## src/hw/rtl/dsparse_pkg.sv

```systemverilog
// Shared types, character codes and constants of the angle string parser.
package dsparse_pkg;

  // Configuration register indexes
  localparam logic [1:0] CFG_IDX_KIND = 2'd0;
  localparam logic [1:0] CFG_IDX_MAX  = 2'd1;
  localparam logic [1:0] CFG_IDX_MARK = 2'd2;
  localparam int unsigned CFG_W = 19;

  // Coordinate kinds
  localparam logic [1:0] KIND_PLAIN = 2'd0;
  localparam logic [1:0] KIND_LAT   = 2'd1;
  localparam logic [1:0] KIND_LON   = 2'd2;

  // Magnitude limits, thousandths of a degree
  localparam logic [18:0] LIMIT_LAT   = 19'd90000;
  localparam logic [18:0] LIMIT_LON   = 19'd180000;
  localparam logic [18:0] MAX_RST_VAL = 19'd360000;
  localparam logic [7:0]  MARK_RST_VAL = 8'd248;

  // Part index values
  localparam logic [1:0] PART_DEG = 2'd0;
  localparam logic [1:0] PART_MIN = 2'd1;
  localparam logic [1:0] PART_SEC = 2'd2;

  // Character codes
  localparam logic [7:0] CH_PLUS   = 8'h2B;
  localparam logic [7:0] CH_MINUS  = 8'h2D;
  localparam logic [7:0] CH_DOT    = 8'h2E;
  localparam logic [7:0] CH_ZERO   = 8'h30;
  localparam logic [7:0] CH_NINE   = 8'h39;
  localparam logic [7:0] CH_QUOTE  = 8'h27;
  localparam logic [7:0] CH_DQUOTE = 8'h22;
  localparam logic [7:0] CH_UP_O   = 8'h4F;
  localparam logic [7:0] CH_LOW_O  = 8'h6F;
  localparam logic [7:0] CH_UP_N   = 8'h4E;
  localparam logic [7:0] CH_UP_S   = 8'h53;
  localparam logic [7:0] CH_UP_E   = 8'h45;
  localparam logic [7:0] CH_UP_W   = 8'h57;
  localparam logic [7:0] CH_LOW_A  = 8'h61;
  localparam logic [7:0] CH_LOW_Z  = 8'h7A;
  localparam logic [7:0] CASE_OFFSET = 8'd32;

  // Arithmetic constants
  localparam logic [9:0]  SEXA_MAX   = 10'd59;
  localparam logic [19:0] MILLI      = 20'd1000;
  // floor(5*t/18) = (t * RECIP) >> RECIP_SHIFT for t below 4096
  localparam logic [16:0] RECIP       = 17'd72820;
  localparam int unsigned RECIP_SHIFT = 18;

  // Running parse state of one string
  typedef struct packed {
    logic [1:0] part;
    logic [1:0] digits;
    logic [9:0] deg;
    logic [9:0] mins;
    logic [9:0] secs;
    logic       dec;
    logic [1:0] dec_left;
    logic       neg;
    logic       failed;
    logic       at_start;
    logic       term;
  } parse_state_t;

  localparam parse_state_t STATE_CLEAR = '{
    part:     PART_DEG,
    digits:   2'd0,
    deg:      10'd0,
    mins:     10'd0,
    secs:     10'd0,
    dec:      1'b0,
    dec_left: 2'd0,
    neg:      1'b0,
    failed:   1'b0,
    at_start: 1'b1,
    term:     1'b0
  };

  // Configuration registers
  typedef struct packed {
    logic [1:0]  coord_kind;
    logic [18:0] max_millideg;
    logic [7:0]  degree_mark;
  } cfg_t;

endpackage

```

## src/hw/rtl/degree_string_parser.sv

```systemverilog
// Top level of the angle string parser: input register, parse state, evaluation.
//
//  channel   dir  handshake              payload
//  s_axis    in   tvalid/tready          tdata[7:0] char_code, tlast last_char
//  m_axis    out  tvalid/tready          tdata[19:0] millidegrees, tuser[0] bad_form
//  cfg       in   cfg_we_i (no wait)     cfg_idx_i register index, cfg_data_i value
//
// One character a cycle while the output is not stalled; the state update is a
// single pass between the input register and the parse state. From its final character on,
// a result passes the input, snapshot, evaluation and output registers in turn.
// Reset clears the parse state and loads the register defaults.
// A stalled output holds the whole pipeline; the input register still takes
// one transaction while it is empty.
module degree_string_parser (
  input  logic                         clk_i,
  input  logic                         rst_ni,
  // character stream
  input  logic                         s_axis_tvalid,
  output logic                         s_axis_tready,
  input  logic [7:0]                   s_axis_tdata,  // [7:0] char_code
  input  logic                         s_axis_tlast,
  // result stream
  output logic                         m_axis_tvalid,
  input  logic                         m_axis_tready,
  output logic [23:0]                  m_axis_tdata,  // [19:0] millidegrees, rest zero
  output logic [0:0]                   m_axis_tuser,  // [0] bad_form
  // configuration writes
  input  logic                         cfg_we_i,
  input  logic [1:0]                   cfg_idx_i,
  input  logic [dsparse_pkg::CFG_W-1:0] cfg_data_i
);

  dsparse_pkg::cfg_t         cfg_q;
  dsparse_pkg::parse_state_t state_q, step_state;
  dsparse_pkg::parse_state_t snap_q;
  logic                      snap_valid_q;
  logic                      in_valid_q;
  logic [7:0]                char_q;
  logic                      last_q;
  logic                      adv;
  logic                      res_valid;
  logic [19:0]               millideg;
  logic                      bad;

  // pipeline moves when the output register is free or being emptied
  assign adv           = !res_valid || m_axis_tready;
  assign s_axis_tready = !in_valid_q || adv;

  // Configuration registers
  always_ff @(posedge clk_i or negedge rst_ni) begin
    if (!rst_ni) begin
      cfg_q.coord_kind   <= dsparse_pkg::KIND_PLAIN;
      cfg_q.max_millideg <= dsparse_pkg::MAX_RST_VAL;
      cfg_q.degree_mark  <= dsparse_pkg::MARK_RST_VAL;
    end else if (cfg_we_i) begin
      case (cfg_idx_i)
        dsparse_pkg::CFG_IDX_KIND: cfg_q.coord_kind   <= cfg_data_i[1:0];
        dsparse_pkg::CFG_IDX_MAX:  cfg_q.max_millideg <= cfg_data_i[18:0];
        dsparse_pkg::CFG_IDX_MARK: cfg_q.degree_mark  <= cfg_data_i[7:0];
        default: ;
      endcase
    end
  end

  // Input register
  always_ff @(posedge clk_i or negedge rst_ni) begin
    if (!rst_ni) begin
      in_valid_q <= 1'b0;
    end else if (s_axis_tready) begin
      in_valid_q <= s_axis_tvalid;
    end
  end

  always_ff @(posedge clk_i) begin
    if (s_axis_tready) begin
      char_q <= s_axis_tdata;
      last_q <= s_axis_tlast;
    end
  end

  dsparse_step u_step (
    .state_i (state_q),
    .cfg_i   (cfg_q),
    .char_i  (char_q),
    .last_i  (last_q),
    .state_o (step_state)
  );

  // Parse state; cleared after each final character
  always_ff @(posedge clk_i or negedge rst_ni) begin
    if (!rst_ni) begin
      state_q      <= dsparse_pkg::STATE_CLEAR;
      snap_valid_q <= 1'b0;
    end else if (adv) begin
      snap_valid_q <= in_valid_q && last_q;
      if (in_valid_q) begin
        state_q <= last_q ? dsparse_pkg::STATE_CLEAR : step_state;
      end
    end
  end

  // Snapshot of the finished string for evaluation
  always_ff @(posedge clk_i) begin
    if (adv) begin
      snap_q <= step_state;
    end
  end

  dsparse_eval u_eval (
    .clk_i        (clk_i),
    .rst_ni       (rst_ni),
    .adv_i        (adv),
    .snap_valid_i (snap_valid_q),
    .snap_i       (snap_q),
    .cfg_i        (cfg_q),
    .res_valid_o  (res_valid),
    .millideg_o   (millideg),
    .bad_o        (bad)
  );

  assign m_axis_tvalid   = res_valid;
  assign m_axis_tdata    = {4'd0, millideg};
  assign m_axis_tuser[0] = bad;

endmodule

```

## src/hw/rtl/dsparse_step.sv

```systemverilog
// Per-character parse state update of the angle string parser.
module dsparse_step (
  input  dsparse_pkg::parse_state_t state_i,
  input  dsparse_pkg::cfg_t         cfg_i,
  input  logic [7:0]                char_i,
  input  logic                      last_i,
  output dsparse_pkg::parse_state_t state_o
);

  function automatic logic is_digit(logic [7:0] c);
    return c inside {[dsparse_pkg::CH_ZERO : dsparse_pkg::CH_NINE]};
  endfunction

  // Append one decimal digit to the current part
  function automatic dsparse_pkg::parse_state_t add_digit(dsparse_pkg::parse_state_t s,
                                                          logic [7:0] c);
    dsparse_pkg::parse_state_t r;
    logic [9:0] d;
    r = s;
    d = {6'd0, c[3:0]};
    case (s.part)
      dsparse_pkg::PART_DEG: r.deg  = 10'(s.deg * 10'd10) + d;
      dsparse_pkg::PART_MIN: r.mins = 10'(s.mins * 10'd10) + d;
      default:               r.secs = 10'(s.secs * 10'd10) + d;
    endcase
    r.digits = s.digits + 2'd1;
    if (s.dec && (s.dec_left != 2'd0)) begin
      r.dec_left = s.dec_left - 2'd1;
    end
    return r;
  endfunction

  // Character after a terminated or full part: next part or suffix letter
  function automatic dsparse_pkg::parse_state_t follow_on(dsparse_pkg::parse_state_t s,
                                                          logic [7:0] c, logic last,
                                                          logic [1:0] kind);
    dsparse_pkg::parse_state_t r;
    logic [7:0] u;
    r = s;
    u = c;
    if (is_digit(c)) begin
      if ((s.dec && (s.dec_left == 2'd0)) || (s.part >= dsparse_pkg::PART_SEC)) begin
        r.failed = 1'b1;
      end else begin
        r.part   = s.part + 2'd1;
        r.digits = 2'd0;
        r.term   = 1'b0;
        r = add_digit(r, c);
      end
    end else if (!last) begin
      r.failed = 1'b1;
    end else begin
      if (c inside {[dsparse_pkg::CH_LOW_A : dsparse_pkg::CH_LOW_Z]}) begin
        u = c - dsparse_pkg::CASE_OFFSET;
      end
      if ((u == dsparse_pkg::CH_UP_N) && (kind == dsparse_pkg::KIND_LAT)) begin
        r.neg = s.neg;
      end else if ((u == dsparse_pkg::CH_UP_S) && (kind == dsparse_pkg::KIND_LAT)) begin
        r.neg = !s.neg;
      end else if ((u == dsparse_pkg::CH_UP_E) && (kind == dsparse_pkg::KIND_LON)) begin
        r.neg = s.neg;
      end else if ((u == dsparse_pkg::CH_UP_W) && (kind == dsparse_pkg::KIND_LON)) begin
        r.neg = !s.neg;
      end else begin
        r.failed = 1'b1;
      end
    end
    return r;
  endfunction

  // Take one character; an earlier error freezes the state
  always_comb begin
    dsparse_pkg::parse_state_t r;
    logic proceed;
    r = state_i;
    proceed = 1'b1;
    if (!state_i.failed) begin
      // optional sign at the very start
      if (state_i.at_start) begin
        r.at_start = 1'b0;
        if (char_i == dsparse_pkg::CH_MINUS) begin
          r.neg   = 1'b1;
          proceed = 1'b0;
        end else if (char_i == dsparse_pkg::CH_PLUS) begin
          proceed = 1'b0;
        end
      end
      if (proceed) begin
        if ((r.part == dsparse_pkg::PART_DEG) && (r.digits == 2'd0)) begin
          if (!is_digit(char_i)) r.failed = 1'b1;
          else                   r = add_digit(r, char_i);
        end else if (r.term) begin
          r = follow_on(r, char_i, last_i, cfg_i.coord_kind);
        end else if (is_digit(char_i) && (r.digits < 2'd3)) begin
          r = add_digit(r, char_i);
        end else if ((r.part == dsparse_pkg::PART_DEG) && (char_i == dsparse_pkg::CH_DOT)) begin
          r.dec      = 1'b1;
          r.dec_left = 2'd3;
          r.term     = 1'b1;
        end else if ((r.part == dsparse_pkg::PART_DEG) &&
                     ((char_i == dsparse_pkg::CH_LOW_O) || (char_i == dsparse_pkg::CH_UP_O) ||
                      (char_i == cfg_i.degree_mark))) begin
          r.term = 1'b1;
        end else if ((r.part == dsparse_pkg::PART_MIN) && (char_i == dsparse_pkg::CH_QUOTE) &&
                     !r.dec) begin
          r.term = 1'b1;
        end else if ((r.part != dsparse_pkg::PART_DEG) && (r.part != dsparse_pkg::PART_MIN) &&
                     (char_i == dsparse_pkg::CH_DQUOTE) && !r.dec) begin
          r.term = 1'b1;
        end else begin
          r = follow_on(r, char_i, last_i, cfg_i.coord_kind);
        end
      end
    end
    state_o = r;
  end

endmodule

```

## src/hw/rtl/dsparse_eval.sv

```systemverilog
// Two-stage evaluation of a finished string into millidegrees and error flag.
module dsparse_eval (
  input  logic                      clk_i,
  input  logic                      rst_ni,
  input  logic                      adv_i,
  input  logic                      snap_valid_i,
  input  dsparse_pkg::parse_state_t snap_i,
  input  dsparse_pkg::cfg_t         cfg_i,
  output logic                      res_valid_o,
  output logic [19:0]               millideg_o,
  output logic                      bad_o
);

  typedef struct packed {
    logic [19:0] deg_k;
    logic [20:0] addend;
    logic [18:0] limit;
    logic        neg;
    logic        bad;
  } mid_t;

  mid_t        mid_d, mid_q;
  logic        mid_valid_q;
  logic        res_valid_q;
  logic [19:0] millideg_d, millideg_q;
  logic        bad_d, bad_q;

  // First stage: checks, limit, scaled parts and the reciprocal multiply
  always_comb begin
    logic [19:0] frac;
    logic [11:0] t;
    logic [28:0] prod;
    mid_d.bad = snap_i.failed ||
                ((snap_i.part == dsparse_pkg::PART_DEG) && (snap_i.digits == 2'd0)) ||
                (!snap_i.dec && ((snap_i.mins > dsparse_pkg::SEXA_MAX) ||
                                 (snap_i.secs > dsparse_pkg::SEXA_MAX)));
    case (cfg_i.coord_kind)
      dsparse_pkg::KIND_PLAIN: mid_d.limit = cfg_i.max_millideg;
      dsparse_pkg::KIND_LAT:   mid_d.limit = dsparse_pkg::LIMIT_LAT;
      dsparse_pkg::KIND_LON:   mid_d.limit = dsparse_pkg::LIMIT_LON;
      default: begin
        mid_d.limit = 19'd0;
        mid_d.bad   = 1'b1;
      end
    endcase
    mid_d.neg   = snap_i.neg;
    mid_d.deg_k = 20'({10'd0, snap_i.deg} * dsparse_pkg::MILLI);
    // fraction digits scaled by the missing places
    case (snap_i.dec_left)
      2'd0:    frac = {10'd0, snap_i.mins};
      2'd1:    frac = 20'({10'd0, snap_i.mins} * 20'd10);
      2'd2:    frac = 20'({10'd0, snap_i.mins} * 20'd100);
      default: frac = 20'({10'd0, snap_i.mins} * 20'd1000);
    endcase
    // minutes and seconds: (1000 * t) / 3600 = 5t / 18
    t    = 12'({6'd0, snap_i.mins[5:0]} * 12'd60) + {6'd0, snap_i.secs[5:0]};
    prod = 29'({17'd0, t} * {12'd0, dsparse_pkg::RECIP});
    if (snap_i.dec) mid_d.addend = {1'b0, frac};
    else            mid_d.addend = {10'd0, prod[28:dsparse_pkg::RECIP_SHIFT]};
  end

  // Second stage: sum, limit compare, sign
  always_comb begin
    logic [20:0] sum;
    sum   = {1'b0, mid_q.deg_k} + mid_q.addend;
    bad_d = mid_q.bad || (sum > {2'b0, mid_q.limit});
    if (bad_d)          millideg_d = 20'd0;
    else if (mid_q.neg) millideg_d = 20'd0 - sum[19:0];
    else                millideg_d = sum[19:0];
  end

  // Stage valids
  always_ff @(posedge clk_i or negedge rst_ni) begin
    if (!rst_ni) begin
      mid_valid_q <= 1'b0;
      res_valid_q <= 1'b0;
    end else if (adv_i) begin
      mid_valid_q <= snap_valid_i;
      res_valid_q <= mid_valid_q;
    end
  end

  // Stage payloads
  always_ff @(posedge clk_i) begin
    if (adv_i) begin
      mid_q      <= mid_d;
      millideg_q <= millideg_d;
      bad_q      <= bad_d;
    end
  end

  assign res_valid_o = res_valid_q;
  assign millideg_o  = millideg_q;
  assign bad_o       = bad_q;

endmodule
```

## config.mk

```make
export PLATFORM = sky130hd
export DESIGN_NAME = degree_string_parser
export DESIGN_NICKNAME = d
export VERILOG_FILES = /design/src/hw/rtl/dsparse_pkg.sv /design/src/hw/rtl/degree_string_parser.sv /design/src/hw/rtl/dsparse_step.sv /design/src/hw/rtl/dsparse_eval.sv
export SDC_FILE = /design/constraint.sdc
export NUM_CORES = 1
export LEC_CHECK = 0
export ABC_AREA = 1
export BUFFER_PORTS_ARGS = -buffer_cell sky130_fd_sc_hd__buf_2
export CAP_MARGIN = 20
export CELL_PAD_IN_SITES_DETAIL_PLACEMENT = 1
export CELL_PAD_IN_SITES_GLOBAL_PLACEMENT = 1
export CORE_UTILIZATION = 32
export CTS_CLUSTER_SIZE = 25
export DETAILED_ROUTE_END_ITERATION = 10
export GPL_ROUTABILITY_DRIVEN = 0
export PLACE_DENSITY_LB_ADDON = 0.1
export SLEW_MARGIN = 5
export SYNTH_ARGS = -nofsm -noshare
export SYNTH_HDL_FRONTEND = slang
export SYNTH_HIERARCHICAL = 1
export SYNTH_SLANG_ARGS = --single-unit
```

## constraint.sdc

```tcl
create_clock -name clk_i -period 6.9 [get_ports clk_i]
set_input_delay 1.035 -clock clk_i [delete_from_list [all_inputs] [get_ports clk_i]]
set_output_delay 1.035 -clock clk_i [all_outputs]
set_load 0.01 [all_outputs]
```

==> flow_summary.toml, run 1 <==
[worst_setup_path]
crit_slowest_cell = "sky130_fd_sc_hd__fa_1"
required_ps = 7180
critPathMaxStageDelay_ps = 560
timing.critical_path.fanout_max = 4
path_common_cell = "sky130_fd_sc_hd__fa_1"
critical_path_class = "reg -> reg"
endpoint_kind = "flip-flop"
critical_path_arrival_ps = 7470
worstSetupStartpointType = "flip-flop"

[global_routing]
antenna_found_initial = 1
grt_first_pass_wirelength_um = 120000
number_of_global_route_vias_before_repair = 22100
grt_max_degree = 88
grt.total_usage_pct = 20.4
overflow = 0

[timing]
fmaxAchievable_ghz = 0.139
report.final.setup_viol = 11
finalCriticalPeriod_ps = 7190
tightest_slew_ps = 992
worst_slack_ps = -286
grt_setup_unrepaired = "yes"
final-hold-violation-count = 0
layout_worst_path_cycle_share_pct = 104
fin_skew_ps = 51.7
timing_max_transition_violations_final = 0
timing.slew.headroom_pct = 33.9

[clocking]
ctsLongestPathBuffers = 3
ctsHoldBuffers = 0
insertion_delay_ps = 600
tritoncts.num_buffers = 28
clock_tree_from_tritoncts = "built"
clk_transition_reported_paths_ps = 60
cts_max_level = 1
cts_num_sinks = 201
root_buffer = "sky130_fd_sc_hd__clkbuf_16"

[floorplanning]
coreArea_mm2 = 0.0716
initial_utilization_pct = 32.4
die_area_mm2 = 0.0735
pin_count = 62
num_rows = 98
die_y_um = 271
die_x_um = 271

[synthesis]
syn_area_per_cell_um2 = 7.51
post_synth_instance_area_mm2 = 0.0232
yosysWarnings = 6
post_synth_inst_count = 3088

[cells_and_area]
diodes = 0
multiInputGateArea_mm2 = 0.0158
fin_area_mm2 = 0.0267
drive_above_1_share_pct = 12.5
area_taken_by_flip_flops_and_latches_mm2 = 0.00568
area_delta_synth_final_pct = 15.2
nets = 3691
final.fill_count = 8879

[placement]
dpl-instance-area_mm2 = 0.0251
dpl.hpwl_um = 59100
io_buffer_count = 57

[run]
maxCapViolations = 0

[outcome]
violations = "negative setup slack"
run_status = "finished, violations left"

[drt]
drcViolationCount = 0
detail_route.wl_per_cell_um = 17.8
detail_route.iter0.violations = 897
routed-via-count = 20600
detail_route.wirelength_um = 74700
avgViaCountPerCell = 4.92
antenna_left = 0
dr.pass1.iters = 5

[hold_path]
timing.hold.worst.class = "in -> async"
[critical path, delay by kind of cell, from the launching register on]
family	cells	cell delay, ps
simple gates	13	1480
fa+ha+maj	11	4430
flops	1	430
compound gates	3	250
buf+inv	6	270
[repair_timing]
action / CTS / global route
pin swaps: 37 / 53
setup endpoints to repair: 11 / 11
buffers inserted: 15 / 11
gates resized for setup: 63 / 57
[routing by layer]
layer | track usage (%) | part of all wire, % | vias up
met3 | 1.88 | 2.1 | 88
met2 | 35.9 | 48 | 196
li1 | - | - | 10300
met5 | 0 | 0.017 | -
met4 | 5.19 | 2.7 | 2
met1 | 26.8 | 47 | 10100
[path summary, 6_finish.rpt]
path | to | startpoint | slack (ps) | depth (start not counted)
setup / recovery | u_eval/mid_q[27] | snap_q[18] | -290 | 33
hold / removal | cfg_q[2] | rst_ni | 350 | 1
setup reg to reg | u_eval/mid_q[27] | snap_q[18] | -290 | 33
hold reg to reg | cfg_q[22] | cfg_q[22] | 460 | 2
max in group asynchronous | state_q[20] | rst_ni | 5390 | 2
min in group clk_i | cfg_q[22] | cfg_q[22] | 460 | 2
[per-stage QoR]
stage,util (%),hold WS (ps),TNS [ps],worst slack (ps),std cells
final,37.3,350,-2350,-286,4196
after global placement,35.0,456,-1700,-263,4119
after CTS,36.8,331,-2670,-311,4185
after floorplan,-,400,-73.6,-58.4,3091
after detailed placement,35.0,455,-4070,-432,4119
after global routing,37.3,365,-5680,-599,4196
[final cells by class]
type                    instances  area share (%)
multi-input cells            2318            59.0
well taps                     950            4.45
clock buffers                  34            2.71
flip-flops and latches        201            21.3
inverters                     497            7.02
repair buffers                178            4.70
clock inverters                18           0.778
[flip-flops by register name, summed over array words and instances (netlist names)]
| name | flops |
|---|---|
| cfg_q | 29 |
| char_q | 8 |
| in_valid_q | 1 |
| last_q | 1 |
| snap_q | 39 |
| snap_valid_q | 1 |
| state_q | 41 |
| u_eval/bad_o | 1 |
| u_eval/mid_q | 58 |
| u_eval/mid_valid_q | 1 |
| u_eval/millideg_o | 20 |
| u_eval/res_valid_o | 1 |
[cell usage in the layout, fill, tap and decap left out, drive strengths merged, types with 16 or more instances in the layout]
| cell type | count |
|---|---|
| clkbuf | 34 |
| fa | 121 |
| xor2 | 36 |
| nand4 | 57 |
| o211ai | 20 |
| edfxtp | 127 |
| o21ai | 140 |
| inv | 495 |
| xnor2 | 25 |
| nand3 | 242 |
| dfrtp | 59 |
| nor3 | 25 |
| a21oi | 130 |
| nand2 | 895 |
| nor2 | 205 |
| ha | 311 |
| buf | 178 |
| o21bai | 16 |
Power of run 1 is left out: the tool's default activity adds up to more than one toggle a clock period on the data nets, which glitch-free logic cannot reach.
==> run 2: changes to the inputs <==
--- a/config.mk
+++ b/config.mk
@@ -18,5 +18,4 @@
 export SLEW_MARGIN = 5
 export SYNTH_ARGS = -nofsm -noshare
 export SYNTH_HDL_FRONTEND = slang
-export SYNTH_HIERARCHICAL = 1
 export SYNTH_SLANG_ARGS = --single-unit
==> flow_summary.toml, run 2 <==
[cells_and_area]
finish.utilization_pct = 37.4
top_register = "u_eval.mid_q"
diodes = 0
nets = 3371
largest_register_ff_count = 58
drive_above_1_share_pct = 12.5
top_library_cells_by_usage_in_the_layout_fill_and_taps_aside = "sky130_fd_sc_hd__nand2_1, sky130_fd_sc_hd__inv_1, sky130_fd_sc_hd__ha_1"
area_delta_synth_final_pct = 15.2
final.fill_count = 8143
reg.largest.list = "u_eval.mid_q: 58 flops, state_q: 41 flops, snap_q: 39 flops"
layout_commonest_cell = "sky130_fd_sc_hd__nand2_1"

[drt]
routed-via-count = 18700
detail_route.wl_per_cell_um = 18.3
dr.pass1.iters = 5
antenna_left = 0
detail_route.iter0.violations = 733
avgViaCountPerCell = 4.93
detail_route.wirelength_um = 69600
drcViolationCount = 0

[timing]
timing.slew.headroom_pct = 31.4
fin_skew_ps = 14.0
final-hold-violation-count = 0
timing_max_transition_violations_final = 0
layout_worst_path_cycle_share_pct = 106
finalCriticalPeriod_ps = 7290
fmaxAchievable_ghz = 0.137
grt_setup_unrepaired = "yes"
report.final.setup_viol = 11
tightest_slew_ps = 1030
worst_slack_ps = -395

[worst_setup_path]
worst-r2r-setup-slack_ps = -390
r2r_path_start = "snap_q[18]"
required_ps = 7210
r2r_cells = 33
setup.worst_path.start = "snap_q[18]"
critical_path_arrival_ps = 7600
endpoint_kind = "flip-flop"
critical_path_class = "reg -> reg"
crit_slowest_cell = "sky130_fd_sc_hd__fa_1"
worstSetupStartpointType = "flip-flop"
worstSetupEndpoint = "u_eval.mid_q[27]"
path_common_cell = "sky130_fd_sc_hd__inv_2"
critPathMaxStageDelay_ps = 540
worstReg2RegEnd = "u_eval.mid_q[27]"
timing.critical_path.fanout_max = 3

[hold_path]
timing.hold.worst.class = "in -> async"

[synthesis]
synth.top_cells.by_area = "sky130_fd_sc_hd__ha_1, sky130_fd_sc_hd__edfxtp_1, sky130_fd_sc_hd__nand2_1, sky130_fd_sc_hd__fa_1, sky130_fd_sc_hd__inv_1"
post_synth_num_cell_types = 60
synth_common_cells = "sky130_fd_sc_hd__nand2_1, sky130_fd_sc_hd__inv_1, sky130_fd_sc_hd__ha_1, sky130_fd_sc_hd__nand3_1, sky130_fd_sc_hd__nor2_1"
synth-edff-count = 127
synth.yosys.seq_area_share_pct = 26.1
asyncSetResetFlopFracSynth_pct = 36.8
syn_area_per_cell_um2 = 7.94
post_synth_instance_area_mm2 = 0.0218
post_synth_inst_count = 2746
synth_area_leader_cell = "sky130_fd_sc_hd__ha_1"
synthMostInstantiatedCell = "sky130_fd_sc_hd__nand2_1"
yosysWarnings = 0
ys_dominant_reg_cell = "sky130_fd_sc_hd__edfxtp_1"
ys_seq_elements = 201
synth_top_area_share_pct = 18.0

[clocking]
ctsHoldBuffers = 0
insertion_delay_ps = 570
clk_transition_reported_paths_ps = 70
ctsLongestPathBuffers = 3
clock_tree_from_tritoncts = "built"
cts_max_level = 1
tritoncts.num_buffers = 27
root_buffer = "sky130_fd_sc_hd__clkbuf_16"
cts_num_sinks = 201

[placement]
dpl.hpwl_um = 56200
io_buffer_count = 57

[outcome]
run_status = "finished, violations left"
violations = "negative setup slack"

[floorplanning]
coreArea_mm2 = 0.0673
num_rows = 95
die_area_mm2 = 0.0692
initial_utilization_pct = 32.4
pin_count = 62
die_x_um = 263
die_y_um = 263

[global_routing]
grt_first_pass_wirelength_um = 112000
number_of_global_route_vias_before_repair = 20200
antenna_found_initial = 0
overflow = 0
grt.total_usage_pct = 20.4
grt_max_degree = 75

[run]
maxCapViolations = 0
## run 2: worst min path at each step
stage / cells past startpoint / to / slack (ps) / startpoint
finish: 1 / state_q[6] / 330 / rst_ni
global route: 1 / state_q[6] / 320 / rst_ni
CTS: 1 / in_valid_q / 300 / rst_ni
detailed placement: 0 / u_eval.mid_q[1] / 410 / snap_q[3]
global placement: 0 / u_eval.mid_q[1] / 410 / snap_q[3]
floorplan: 0 / u_eval.mid_q[1] / 400 / snap_q[3]
## run 2: cells by family (layout without fill, tap and decap cells)
logic type               Yosys count  count (layout)  share of synthesized area, %
flip-flops                       201             201                          26.1
buffers and inverters            486             660                          8.62
XOR/XNOR                          93              93                          3.77
adder cells (fa/ha/maj)          434             434                          29.1
AND/OR/NAND/NOR                 1137            1137                          22.1
other                              1               4                        0.0172
multiplexers                      11              11                         0.568
AO/OA/AOI/OAI                    383             383                          9.84
## run 2: cell type report
class                           instances  area [um2]  area share, %
Clock inverter                         14         123          0.488
Sequential cell                       201        5680           22.6
Inverter                              440        1660           6.60
Tap cell                              873        1090           4.35
Multi-Input combinational cell       2062       14700           58.4
Clock buffer                           36         739           2.94
Timing Repair Buffer                  170        1150           4.58
## run 2: metal layers
layer	vias to the layer above	wire length (um)	track usage (%)
li1	9291	-	-
met1	9160	33600	27.6
met2	194	33100	35.4
met3	68	1630	1.82
met4	0	1280	3.67
met5	-	0	0
## run 2: what timing repair did
action,in CTS,in global routing
resized for setup,45,27
pin swaps,29,33
buffers inserted,7,4
setup endpoints to repair,11,11
gates cloned,0,0
## run 2: stage by stage
step	hold slack [ps]	worst slack (ps)	instance area, um2	instances	setup TNS [ps]
floorplan	400	-315	22000	2749	-1780
global placement	408	-446	23900	3734	-3770
detailed placement	414	-583	23900	3734	-5140
CTS	296	-321	25000	3791	-2700
global route	319	-725	25100	3796	-6820
finish	325	-395	25100	3796	-3290
## run 2: critical path: cells and delay by family, from the launching register on
family                     cells  cell delay, ps
AOI/OAI and AO/OA              5             610
adders and majority gates     11            4430
DFF                            1             430
buffers and inverters         10             630
and+or+nand+nor                6             700
xor gates and xnor gates       1             210
Power of run 2 is left out for the same reason.
==> run 3: changes to the inputs <==
--- a/config.mk
+++ b/config.mk
@@ -10,7 +10,7 @@
 export CAP_MARGIN = 20
 export CELL_PAD_IN_SITES_DETAIL_PLACEMENT = 1
 export CELL_PAD_IN_SITES_GLOBAL_PLACEMENT = 1
-export CORE_UTILIZATION = 32
+export CORE_UTILIZATION = 44
 export CTS_CLUSTER_SIZE = 25
 export DETAILED_ROUTE_END_ITERATION = 10
 export GPL_ROUTABILITY_DRIVEN = 0
==> flow_summary.toml, run 3 (same netlist as run 2, synthesis figures left out) <==
[timing]
worst_slack_ps = -501
report.final.setup_viol = 11
tightest_slew_ps = 1040
timing.slew.headroom_pct = 30.3
layout_worst_path_cycle_share_pct = 107
timing_max_transition_violations_final = 0
grt_setup_unrepaired = "yes"
fin_skew_ps = 22.0
setup-tns-final_ps = -4420
finalCriticalPeriod_ps = 7400
final-hold-violation-count = 0
fmaxAchievable_ghz = 0.135

[placement]
io_buffer_count = 57
dpl.hpwl_um = 54000
dp.cells = 3518
place_worst_setup_slack_ps = -644

[outcome]
run_status = "finished, violations left"
violations = "negative setup slack"

[worst_setup_path]
required_ps = 7190
crit_slowest_cell = "sky130_fd_sc_hd__fa_2"
worst_path_dominant_cell_family = "adder cells"
critical_path_class = "reg -> reg"
critPathMaxStageDelay_ps = 550
timing.critical_path.fanout_max = 3
endpoint_kind = "flip-flop"
path_common_cell = "sky130_fd_sc_hd__inv_2"
critPathBufInv = 9
worstSetupStartpointType = "flip-flop"
critical_path_arrival_ps = 7690

[cells_and_area]
final.fill_count = 6007
finish.utilization_pct = 51.0
stdcell_count = 3580
nets = 3366
largest_register_ff_count = 58
multiInputGateArea_mm2 = 0.0148
area_delta_synth_final_pct = 14.4
top_library_cells_by_usage_in_the_layout_fill_and_taps_aside = "sky130_fd_sc_hd__nand2_1, sky130_fd_sc_hd__inv_1, sky130_fd_sc_hd__ha_1"
top_register = "u_eval.mid_q"
layout_commonest_cell = "sky130_fd_sc_hd__nand2_1"
drive_above_1_share_pct = 13.2
diodes = 0
area_taken_by_flip_flops_and_latches_mm2 = 0.00568
reg.largest.list = "u_eval.mid_q: 58 flops, state_q: 41 flops, snap_q: 39 flops"

[global_routing]
grt_max_degree = 84
grt_first_pass_wirelength_um = 109000
grt.total_usage_pct = 27.3
antenna_found_initial = 0
overflow = 0
number_of_global_route_vias_before_repair = 20800

[hold_path]
timing.hold.worst.class = "reg -> reg"

[clocking]
cts_max_level = 1
insertion_delay_ps = 570
root_buffer = "sky130_fd_sc_hd__clkbuf_16"
cts_num_sinks = 201
clk_transition_reported_paths_ps = 60
clock_tree_from_tritoncts = "built"
ctsLongestPathBuffers = 3
tritoncts.num_buffers = 25

[floorplanning]
pin_count = 62
num_rows = 81
initial_utilization_pct = 44.6
die_area_mm2 = 0.0505
die_y_um = 225
die_x_um = 225
coreArea_mm2 = 0.0490

[drt]
dr.pass1.iters = 5
detail_route.iter0.violations = 791
avgViaCountPerCell = 5.37
routed-via-count = 19200
drcViolationCount = 0
antenna_left = 0
detail_route.wl_per_cell_um = 19.2
detail_route.wirelength_um = 68600

[run]
maxCapViolations = 0
==> run 3: cell types whose count changed in the layout (fill, tap and decap cells not counted), sizes merged <==
cell,delta
bufinv,+1
clkinvlp,-2
clkinv,-1
buf,-3
inv,-2
==> run 3: layout make-up <==
cell class,count,area share (%)
inverters,440,6.66
clock inverters,10,0.456
well taps,664,3.33
clock buffers,36,2.87
flip-flops and latches,201,22.8
repair buffers,167,4.59
multi-input cells,2062,59.3
==> run 3: stage by stage <==
| step | cell area [um2] | hold slack [ps] |
|---|---|---|
| finish | 25000 | 432 |
| global route | 25000 | 449 |
| CTS | 24600 | 435 |
| detailed placement | 23600 | 427 |
| global placement | 23600 | 422 |
| floorplan | 22000 | 400 |
==> run 3: routing by layer <==
metal  vias up  global-route usage (%)  wire (um)
met5         -                       0          0
met3       101                    1.96       1880
met4         0                    8.08       1900
met2       282                    48.4      33900
met1      9552                    35.6      31000
li1       9272                       -          -
==> run 3: what timing repair did <==
action | 4_1_cts | 5_1_grt
setup buffers | 8 | 7
hold buffers | 0 | 0
setup endpoints to repair | 11 | 11
gates resized for setup | 49 | 66
pin swaps | 34 | 47
==> run 3: worst reg2reg max path: cells and delay by family, from the launching register on <==
kind / cells / cell delay (ps)
compound gates: 8 / 1040
xor+xnor: 2 / 380
fa+ha+maj: 10 / 3940
buf+inv: 9 / 710
flops: 1 / 440
simple gates: 7 / 620
==> run 3: final timing paths <==
check                                   endpoint  cells after the start        from  slack (ps)
worst max-delay path            u_eval.mid_q[29]                     36  snap_q[19]        -500
worst min-delay path             u_eval.mid_q[1]                      0   snap_q[3]         430
worst max register to register  u_eval.mid_q[29]                     36  snap_q[19]        -500
worst min register to register   u_eval.mid_q[1]                      0   snap_q[3]         430
max in group asynchronous            state_q[22]                      2      rst_ni        5450
min in group asynchronous               cfg_q[2]                      1      rst_ni         440
Power of run 3 is left out for the same reason.
